==> config.mk <==
export PLATFORM = sky130hd
export DESIGN_NAME = tgq_ram
export DESIGN_NICKNAME = d
export VERILOG_FILES = /design/src/rtl/team_grouped_queue_defines.svh /design/src/rtl/tgq_ram.sv
export SDC_FILE = /design/constraint.sdc
export NUM_CORES = 1
export LEC_CHECK = 0
export ABC_AREA = 1
export ABC_CLOCK_PERIOD_IN_PS = 2670
export BUFFER_PORTS_ARGS = -buffer_cell sky130_fd_sc_hd__clkbuf_2
export CAP_MARGIN = 20
export CORE_MARGIN = 4
export CORE_UTILIZATION = 46
export CTS_CLUSTER_DIAMETER = 150
export DETAILED_ROUTE_END_ITERATION = 10
export MAX_ROUTING_LAYER = met4
export PLACE_DENSITY = 0.69
export RECOVER_POWER = 100
export SYNTH_ARGS = -nofsm -noshare
export SYNTH_HDL_FRONTEND = slang
export SYNTH_SLANG_ARGS = --single-unit
export TNS_END_PERCENT = 50
==> constraint.sdc <==
create_clock -name i_clk -period 2.67 [get_ports i_clk]
set_input_delay 0.267 -clock i_clk [delete_from_list [all_inputs] [get_ports i_clk]]
set_output_delay 0.267 -clock i_clk [all_outputs]
set_load 0.005 [all_outputs]
==> src/rtl/team_grouped_queue_defines.svh <==
// ----------------------------------------------------------------------------
// team_grouped_queue_defines
// Assertion macros shared by the team queue RTL.
// ----------------------------------------------------------------------------
`ifndef TEAM_GROUPED_QUEUE_DEFINES_SVH
`define TEAM_GROUPED_QUEUE_DEFINES_SVH

// condition holds on every clock edge out of reset
`define TGQ_ASSERT_ALWAYS(label, cond) \
    label: assert property (@(posedge i_clk) disable iff (!i_rst_n) (cond)) \
        else $error("assertion failed");

// antecedent implies consequent in the next cycle
`define TGQ_ASSERT_NEXT(label, ante, cons) \
    label: assert property (@(posedge i_clk) disable iff (!i_rst_n) (ante) |=> (cons)) \
        else $error("assertion failed");

`endif

==> src/rtl/tgq_ram.sv <==
// ----------------------------------------------------------------------------
// tgq_ram
// Simple dual-port RAM, one write port, one registered read port.
// ----------------------------------------------------------------------------
module tgq_ram #(
    parameter int WIDTH = 8,
    parameter int DEPTH = 16
) (
    input  logic                     i_clk,
    input  logic                     i_we,
    input  logic [$clog2(DEPTH)-1:0] i_waddr,
    input  logic [WIDTH-1:0]         i_wdata,
    input  logic                     i_re,
    input  logic [$clog2(DEPTH)-1:0] i_raddr,
    output logic [WIDTH-1:0]         o_rdata
);

    logic [WIDTH-1:0] r_mem [DEPTH];
    logic [WIDTH-1:0] r_rdata;

    always_ff @(posedge i_clk) begin
        if (i_we) begin
            r_mem[i_waddr] <= i_wdata;
        end
        if (i_re) begin
            r_rdata <= r_mem[i_raddr];
        end
    end

    assign o_rdata = r_rdata;

endmodule
# ---- Word level (Yosys, flattened, before mapping)
# Memory sizes are Yosys's and may differ from the RTL's. A register that Yosys moved wholly into a read port is not among the register bits.
# Cells that the tools add are included.
dict set report op_classes {
  muxes 2
}
# op count
set ops {}
lappend ops {{$mux W1} 2}
dict set report word_totals {
  reg_bits 0
  n_memories 1
  ramBits 128
}
# memory words width rd rd_clocked_by_memory_dff wr line
set mem_list {}
lappend mem_list {r_mem 16 8 1 1 1 tgq_ram.sv:18} ;# logic [WIDTH-1:0] r_mem [DEPTH];

# ---- Logic depth before layout (Yosys ltp)
# Gate-level depths: netlist of run 1.
dict set report depth {
  ltp_word 2
  depth_mapped 8
}

# ---- Least setup slack after synthesis of run 1
# Ideal clock, no wire load.
dict set report synth_timing {
  path_kind {input to register}
  from {input port i_waddr[2]}
  to {memory r_mem[10][0], enable pin}
  slack_ns 1.452
  t_arrival_ns 0.848
  n_path_buf 0
  required_time_ns 2.300
  cell_stages 2
  path_cell_list {nand3b_1 > nor2_1}
}
# item line
set synth_lines {}
lappend synth_lines {{from (decl)} tgq_ram.sv:11} ;# input logic [$clog2(DEPTH)-1:0] i_waddr,
lappend synth_lines {{to (decl)} tgq_ram.sv:18}
# Straight into the memory's write port.

==> flow_summary.yaml, run 1 <==
sta:
  fin_crit_sh_pct: 68.8
  fin_worst_skew_ps: 6.45
  grt_setup_unrepaired: "false"
  max_freq_mhz: 544
  timing.slew.headroom_pct: 22.6
  tns_ps: 0
  slew_viol_final: 0
  finalSetupViolCount: 0
  tightest_slew_ps: 1160
  period_needed_ps: 1840
  finalHoldViolCount: 0
setup_path:
  cp-start-kind: "input pin"
  worstPathRequired_ps: 2830
  critical_path_class: "in -> reg"
  endpoint_kind: "flip-flop"
  arrival_ps: 2000
  crit_fanout: 35
clock_network:
  holdBufCountCts: 0
  post_cts_resized: 0
  cts_tree: "built"
  cts_buffer_depth: 2
  clk-insertion-delay-late_ps: 410
  h-tree-depth: 4
  cts_made_buffers: 17
  cts_num_sinks: 136
  cts-root-buf: "clkbuf_16"
  cts.clk_slew.worst_paths_ps: 60
  post_cts_buffers: 0
synthesis:
  ys_seq_area_share_pct: 69.8
  syn_inst: 551
  synth_area_um2: 5850
  avgSynthCellArea_um2: 10.6
  synth_nets: 570
  ys_ff_latch: 136
  ys_types: 11
  ys_warn_count: 0
placement:
  place_congestion: 0.831
  place_hpwl_um: 7870
  port_buffers: 26
global_route:
  grt_usage_pct: 18.9
  grt_pass1_wl_um: 20200
  overflow: 0
  grt_max_degree: 65
  antenna_found_initial: 0
  grt_pass1_vias: 3742
detailed_routing:
  drtIter0Drc: 337
  wl_um: 12600
  vias_per_cell: 5.01
  first_pass_iters: 5
  vias: 3788
  drcViolationCount: 0
  ant_nets: 0
  wire_per_inst_um: 16.7
floorplanning:
  die_w_um: 121
  die_h_um: 121
  rows: 40
  die_area_um2: 14600
  ios: 27
  core_region_area_um2: 12200
  start_util_pct: 47.9
finish:
  fin_nets: 595
  n_fill_cell: 1076
  layout_common_cells: "173 x nand2_1, 136 x edfxtp_1, 101 x inv_1"
  seqCellArea_um2: 4080
  insertedDiodeCount: 0
  layout_commonest_cell: "nand2_1"
  syn_to_final_growth_pct: 12.5
  multi_input_area_um2: 1210
  drive_gt1_share_pct: 7.31
pwr:
  p_int_mw: 3.75
  leakage_nw: 2.76
  power.density_nw_per_um2: 737
  swShare_pct: 22.6
  comb_power_share_pct: 5.6
  p_seq_share_pct: 49.9
  p_clk_share_pct: 44.5
  vdd_drop_max_v: 0.000349
  power_switching_mw: 1.09
  p_total_mw: 4.85
run_status:
  status: "complete, no violations"
run:
  cap_violations: 0
min_path:
  hold_path.class: "in -> reg"
-- routing by layer --
metal | up-vias | track usage [%] | share of wire [%]
met5 | - | - | 0
li1 | 1827 | - | -
met2 | 160 | 28.6 | 47
met1 | 1778 | 25.7 | 44
met3 | 23 | 4.12 | 7.4
met4 | 0 | 6.66 | 2.1
-- cell type report --
class / instances / area share [%]
Timing Repair Buffer: 30 / 2.11
Clock buffer: 17 / 6.47
Tap cell: 168 / 3.19
Sequential cell: 136 / 62.1
Inverter: 102 / 5.82
Clock inverter: 14 / 1.90
Multi-Input combinational cell: 289 / 18.4
-- cells in the mapped netlist --
cell      instances  area, um^2
edfxtp_1        136        4080
nor2_1           17        63.8
nand2_1         173         649
nand3_1          97         485
buf_2            13        65.1
buf_1             1        3.75
buf_4             4        30.0
nand3b_1          2        15.0
buf_6             6        67.6
inv_2             2        7.51
inv_1           100         375
-- critical path: stages --
cell	delay [ps]
clkbuf_1	80
inv_1	830
buf_4	360
nand2_1	80
nand3_1	90
nand3_1	120
nand3_1	100
nand2_1	60
-- metrics by stage --
step | hold slack (ps) | util [%] | instances | worst slack (ps) | instance area [um^2]
6_report | 318 | 53.9 | 756 | 832 | 6580
5_1_grt | 330 | 53.9 | 756 | 612 | 6580
4_1_cts | 231 | 54.1 | 756 | 1220 | 6600
3_5_place_dp | 657 | 49.5 | 725 | 795 | 6050
3_3_place_gp | 640 | 49.5 | 725 | 814 | 6050
2_1_floorplan | 366 | - | 551 | 1450 | 5850
-- power groups by stage --
stage / Sequential [mW] / Combinational, mW / Clock, mW
after global placement: 2.46 / 0.270 / 0
after global routing: 2.42 / 0.307 / 2.29
after floorplan: 2.46 / 0.169 / 0
final: 2.42 / 0.272 / 2.16
after detailed placement: 2.46 / 0.275 / 0
after CTS: 2.42 / 0.278 / 2.18
-- kinds of logic after synthesis --
group / synth area share (%)
buffers and inverters: 9.39
DFF: 69.8
and+or+nand+nor: 20.8
-- registers in the layout (all words and copies together) (netlist names) --
name	cells
r_mem	128
o_rdata	8
-- path summary, 6_finish.rpt --
| check | cells after the start | slack, ps | to | from |
|---|---|---|---|---|
| hold / removal | 1 | 320 | o_rdata[0] | i_re |
| setup reg to reg | 6 | 1430 | o_rdata[7] | r_mem[2][7] |
| setup / recovery | 8 | 830 | o_rdata[7] | i_raddr[0] |
| hold reg to reg | 6 | 760 | o_rdata[0] | r_mem[10][0] |
(Power assumes the default switching activity.)
==> run 2, diff against run 1 <==
--- a/config.mk
+++ b/config.mk
@@ -6,7 +6,7 @@
 export NUM_CORES = 1
 export LEC_CHECK = 0
 export ABC_AREA = 1
-export ABC_CLOCK_PERIOD_IN_PS = 2670
+export ABC_CLOCK_PERIOD_IN_PS = 1620
 export BUFFER_PORTS_ARGS = -buffer_cell sky130_fd_sc_hd__clkbuf_2
 export CAP_MARGIN = 20
 export CORE_MARGIN = 4
@@ -14,7 +14,7 @@
 export CTS_CLUSTER_DIAMETER = 150
 export DETAILED_ROUTE_END_ITERATION = 10
 export MAX_ROUTING_LAYER = met4
-export PLACE_DENSITY = 0.69
+export PLACE_DENSITY = 0.71
 export RECOVER_POWER = 100
 export SYNTH_ARGS = -nofsm -noshare
 export SYNTH_HDL_FRONTEND = slang
==> constraint.sdc (replaced) <==
create_clock -name i_clk -period 1.62 [get_ports i_clk]
set_input_delay 0.162 -clock i_clk [delete_from_list [all_inputs] [get_ports i_clk]]
set_output_delay 0.162 -clock i_clk [all_outputs]
set_load 0.005 [all_outputs]
==> flow_summary.yaml, run 2 (synthesis gave the netlist of run 1 again) <==
sta:
  timing.slew.headroom_pct: 43.5
  tns_ps: 0
  finalSetupViolCount: 0
  slew_viol_final: 0
  grt_setup_unrepaired: "false"
  fin_crit_sh_pct: 71.1
  fin_worst_skew_ps: 7.22
  finalHoldViolCount: 0
  period_needed_ps: 1150
  tightest_slew_ps: 847
  max_freq_mhz: 868
global_route:
  grt_max_degree: 49
  grtUsageMet2_pct: 29.4
  grt.busiest_layer: "met2"
  grt_pass1_vias: 3761
  grt_usage_pct: 19.5
  grtUsageMet3_pct: 4.58
  gr-usage-met1_pct: 25.2
  antenna_found_initial: 0
  grt_pass1_wl_um: 20400
  overflow: 0
clock_network:
  cts_num_sinks: 136
  cts.clk_slew.worst_paths_ps: 60
  holdBufCountCts: 0
  post_cts_resized: 0
  clk-insertion-delay-late_ps: 410
  post_cts_buffers: 0
  h-tree-depth: 4
  cts_tree: "built"
  cts_made_buffers: 17
  cts_buffer_depth: 2
  cts-root-buf: "clkbuf_16"
setup_path:
  worstPathRequired_ps: 1780
  critical_path_class: "reg -> reg"
  cp-start-kind: "flip-flop"
  endpoint_kind: "flip-flop"
  arrival_ps: 1310
  crit_fanout: 1
placement:
  place_hpwl_um: 7830
  place_congestion: 0.828
  place_inst: 745
  port_buffers: 26
run:
  cap_violations: 0
floorplanning:
  core_region_area_um2: 12200
  start_util_pct: 47.9
  die_h_um: 121
  ios: 27
  die_w_um: 121
  rows: 40
  die_area_um2: 14600
detailed_routing:
  vias: 3944
  wire_per_inst_um: 16.8
  drcViolationCount: 0
  ant_nets: 0
  first_pass_iters: 6
  vias_per_cell: 5.08
  wl_um: 13100
  drtIter0Drc: 589
finish:
  layout_commonest_cell: "nand2_1"
  layout_common_cells: "173 x nand2_1, 136 x edfxtp_1, 100 x inv_1"
  largest_reg_flops: 128
  fin_nets: 615
  final_cells: 777
  postLayoutCoreUtil_pct: 55.2
  drive_gt1_share_pct: 7.22
  insertedDiodeCount: 0
  top_register: "r_mem"
  syn_to_final_growth_pct: 15.3
min_path:
  hold_path.class: "in -> reg"
run_status:
  status: "complete, no violations"
pwr:
  power.density_nw_per_um2: 1220
  leakage_nw: 2.82
  vdd_drop_max_v: 0.000683
-- run 2: cell types whose count changed in the layout (fill, tap and decap cells not counted) --
cell	delta
inv_6	-2
clkbuf_2	-2
clkbuf_1	+20
clkinv_4	-2
buf_12	+3
inv_2	+1
buf_4	+1
bufinv_16	+2
inv_1	-1
clkinv_1	+1
-- run 2: stage by stage --
step,power [mW],setup slack (ps),hold WS [ps],instance area [um^2]
2_1_floorplan,4.33,507,261,5850
3_3_place_gp,4.52,249,565,6240
3_5_place_dp,4.53,212,562,6240
4_1_cts,8.30,445,168,6830
5_1_grt,8.52,400,257,6740
6_report,8.25,468,255,6740
-- run 2: path summary, 6_finish.rpt --
kind	start	end	slack, ps	cells past startpoint
min	i_re	o_rdata[1]	250	1
max reg2reg	r_mem[7][0]	o_rdata[0]	470	6
min reg2reg	r_mem[6][7]	o_rdata[7]	750	6
max	r_mem[7][0]	o_rdata[0]	470	6
-- run 2: area by class of cell --
type / count / area [um^2]
Fill cell: 1059 / 5470
Sequential cell: 136 / 4080
Multi-Input combinational cell: 289 / 1210
Clock buffer: 19 / 433
Inverter: 102 / 383
Timing Repair Buffer: 50 / 264
Tap cell: 168 / 210
Clock inverter: 13 / 154
-- run 2: metal layers --
layer	part of all wire, %	up-vias	wire length, um
li1	-	1869	-
met1	42	1858	5520
met2	48	177	6220
met3	7.0	40	913
met4	3.1	0	403
met5	0	-	0
-- run 2: report_power, final --
group	leakage, nW	internal (mW)	total, mW	switching, mW
Sequential	1.24	3.97	3.99	0.0231
Clock	0.272	2.40	3.79	1.39
Combinational	1.31	0.134	0.466	0.332
-- run 2: critical path, cell delays in order (launching register included) --
cell and delay [ps]:
edfxtp_1 360, inv_1 70, nand2_1 50, nand3_1 90, nand3_1 100, nand3_1 150, nand2_1 90
==> run 3, diff against run 2 <==
--- a/config.mk
+++ b/config.mk
@@ -6,7 +6,7 @@
 export NUM_CORES = 1
 export LEC_CHECK = 0
 export ABC_AREA = 1
-export ABC_CLOCK_PERIOD_IN_PS = 1620
+export ABC_CLOCK_PERIOD_IN_PS = 1100
 export BUFFER_PORTS_ARGS = -buffer_cell sky130_fd_sc_hd__clkbuf_2
 export CAP_MARGIN = 20
 export CORE_MARGIN = 4
@@ -14,7 +14,7 @@
 export CTS_CLUSTER_DIAMETER = 150
 export DETAILED_ROUTE_END_ITERATION = 10
 export MAX_ROUTING_LAYER = met4
-export PLACE_DENSITY = 0.71
+export PLACE_DENSITY = 0.69
 export RECOVER_POWER = 100
 export SYNTH_ARGS = -nofsm -noshare
 export SYNTH_HDL_FRONTEND = slang
==> constraint.sdc (replaced) <==
create_clock -name i_clk -period 1.1 [get_ports i_clk]
set_input_delay 0.11 -clock i_clk [delete_from_list [all_inputs] [get_ports i_clk]]
set_output_delay 0.11 -clock i_clk [all_outputs]
set_load 0.005 [all_outputs]
==> flow_summary.yaml, run 3 (synthesis gave the netlist of run 1 again) <==
pwr:
  p_total_mw: 11.7
  vdd_drop_max_v: 0.000945
  leakage_nw: 2.93
  power.density_nw_per_um2: 1690
setup_path:
  crit_fanout: 1
  endpoint_kind: "flip-flop"
  cp-start-kind: "flip-flop"
  critical_path_class: "reg -> reg"
  worstPathRequired_ps: 1270
  arrival_ps: 1290
finish:
  insertedDiodeCount: 0
  layout_commonest_cell: "nand2_1"
  layout_common_cells: "171 x nand2_1, 136 x edfxtp_1, 99 x inv_1"
  syn_to_final_growth_pct: 18.1
  top_register: "r_mem"
  n_fill_cell: 1052
  largest_reg_flops: 128
  postLayoutCoreUtil_pct: 56.6
  drive_gt1_share_pct: 15.2
  final_area_um2: 6910
  final_cells: 780
  fin_nets: 618
sta:
  finalHoldViolCount: 0
  grt_setup_unrepaired: "true"
  finalSetupViolCount: 1
  fin_crit_sh_pct: 102
  period_needed_ps: 1120
  fin_hold_ws_ps: 169
  fin_worst_skew_ps: 7.61
  setup_slack_ps: -22.9
  tns_ps: -22.9
  slew_viol_final: 0
  max_freq_mhz: 891
  tightest_slew_ps: 984
  timing.slew.headroom_pct: 34.4
detailed_routing:
  ant_nets: 0
  vias: 3969
  vias_per_cell: 5.09
  drcViolationCount: 0
  wire_per_inst_um: 17.1
  wl_um: 13400
  first_pass_iters: 8
  drtIter0Drc: 438
placement:
  place_inst: 748
  place_hpwl_um: 8200
  place_congestion: 0.942
  dpl_worst_slack_ps: -250
  port_buffers: 26
  place_area_um2: 6290
global_route:
  overflow: 0
  grt_max_degree: 35
  grt_pass1_wl_um: 21000
  grt_usage_pct: 20.2
  grt_pass1_vias: 3891
  antenna_found_initial: 0
floorplanning:
  die_w_um: 121
  core_region_area_um2: 12200
  ios: 27
  start_util_pct: 47.9
  die_area_um2: 14600
  rows: 40
  die_h_um: 121
clock_network:
  cts_num_sinks: 136
  cts.clk_slew.worst_paths_ps: 60
  cts_tree: "built"
  h-tree-depth: 4
  cts_buffer_depth: 2
  cts_made_buffers: 17
  post_cts_buffers: 0
  clk-insertion-delay-late_ps: 410
  cts-root-buf: "clkbuf_16"
run_status:
  status: "complete, but fails checks"
  violations: "setup timing"
min_path:
  hold_path.class: "in -> reg"
run:
  cap_violations: 0
[run 3: cell count changes in the layout (fill, tap and decap cells not counted), moves of 2 or more]
cell / change
nand2_1: -2
clkbuf_2: +13
clkbuf_1: -10
clkinv_2: +3
nand2_2: +2
bufinv_16: -2
nand3_1: -32
nand3_2: +32
buf_12: +2
[run 3: worst paths after layout]
kind / start / endpoint / slack (ps) / cells past startpoint
worst max register to register: r_mem[0][4] / o_rdata[4] / -20 / 6
worst min register to register: r_mem[11][1] / o_rdata[1] / 750 / 6
worst min-delay path: i_re / o_rdata[3] / 170 / 1
worst max-delay path: r_mem[0][4] / o_rdata[4] / -20 / 6
[run 3: area by class of cell]
type                            count  area, um^2  area share, %
Sequential cell                   136        4080           59.1
Multi-Input combinational cell    289        1380           20.0
Clock buffer                       22         444           6.43
Inverter                          102         383           5.54
Timing Repair Buffer               53         328           4.75
Tap cell                          168         210           3.04
Clock inverter                     10        80.1           1.16
[run 3: worst max-delay path, cell delays in order (launching register included)]
cell and delay (ps):
edfxtp_1 370, inv_1 70, nand2_1 80, nand3_2 80
nand3_2 110, nand3_2 110, nand2_2 60
[run 3: per-layer routing]
| layer | wire length, um | track usage [%] |
|---|---|---|
| met5 | 0 | - |
| met4 | 284 | 7.65 |
| met3 | 740 | 4.26 |
| met2 | 6500 | 31.2 |
| met1 | 5830 | 26.4 |
[run 3: where the power goes]
group / switching, mW / internal (mW) / total [mW]
sequential: 0.0339 / 5.85 / 5.88
clock: 1.98 / 3.07 / 5.05
combinational: 0.539 / 0.237 / 0.776
[run 3: timing repair]
item,CTS,global route
setup endpoints to repair,4,8
pin swaps,0,13
cloned,0,0
endpoints found under the hold margin,0,0
gates resized for setup,5,30
hold buffers,0,0
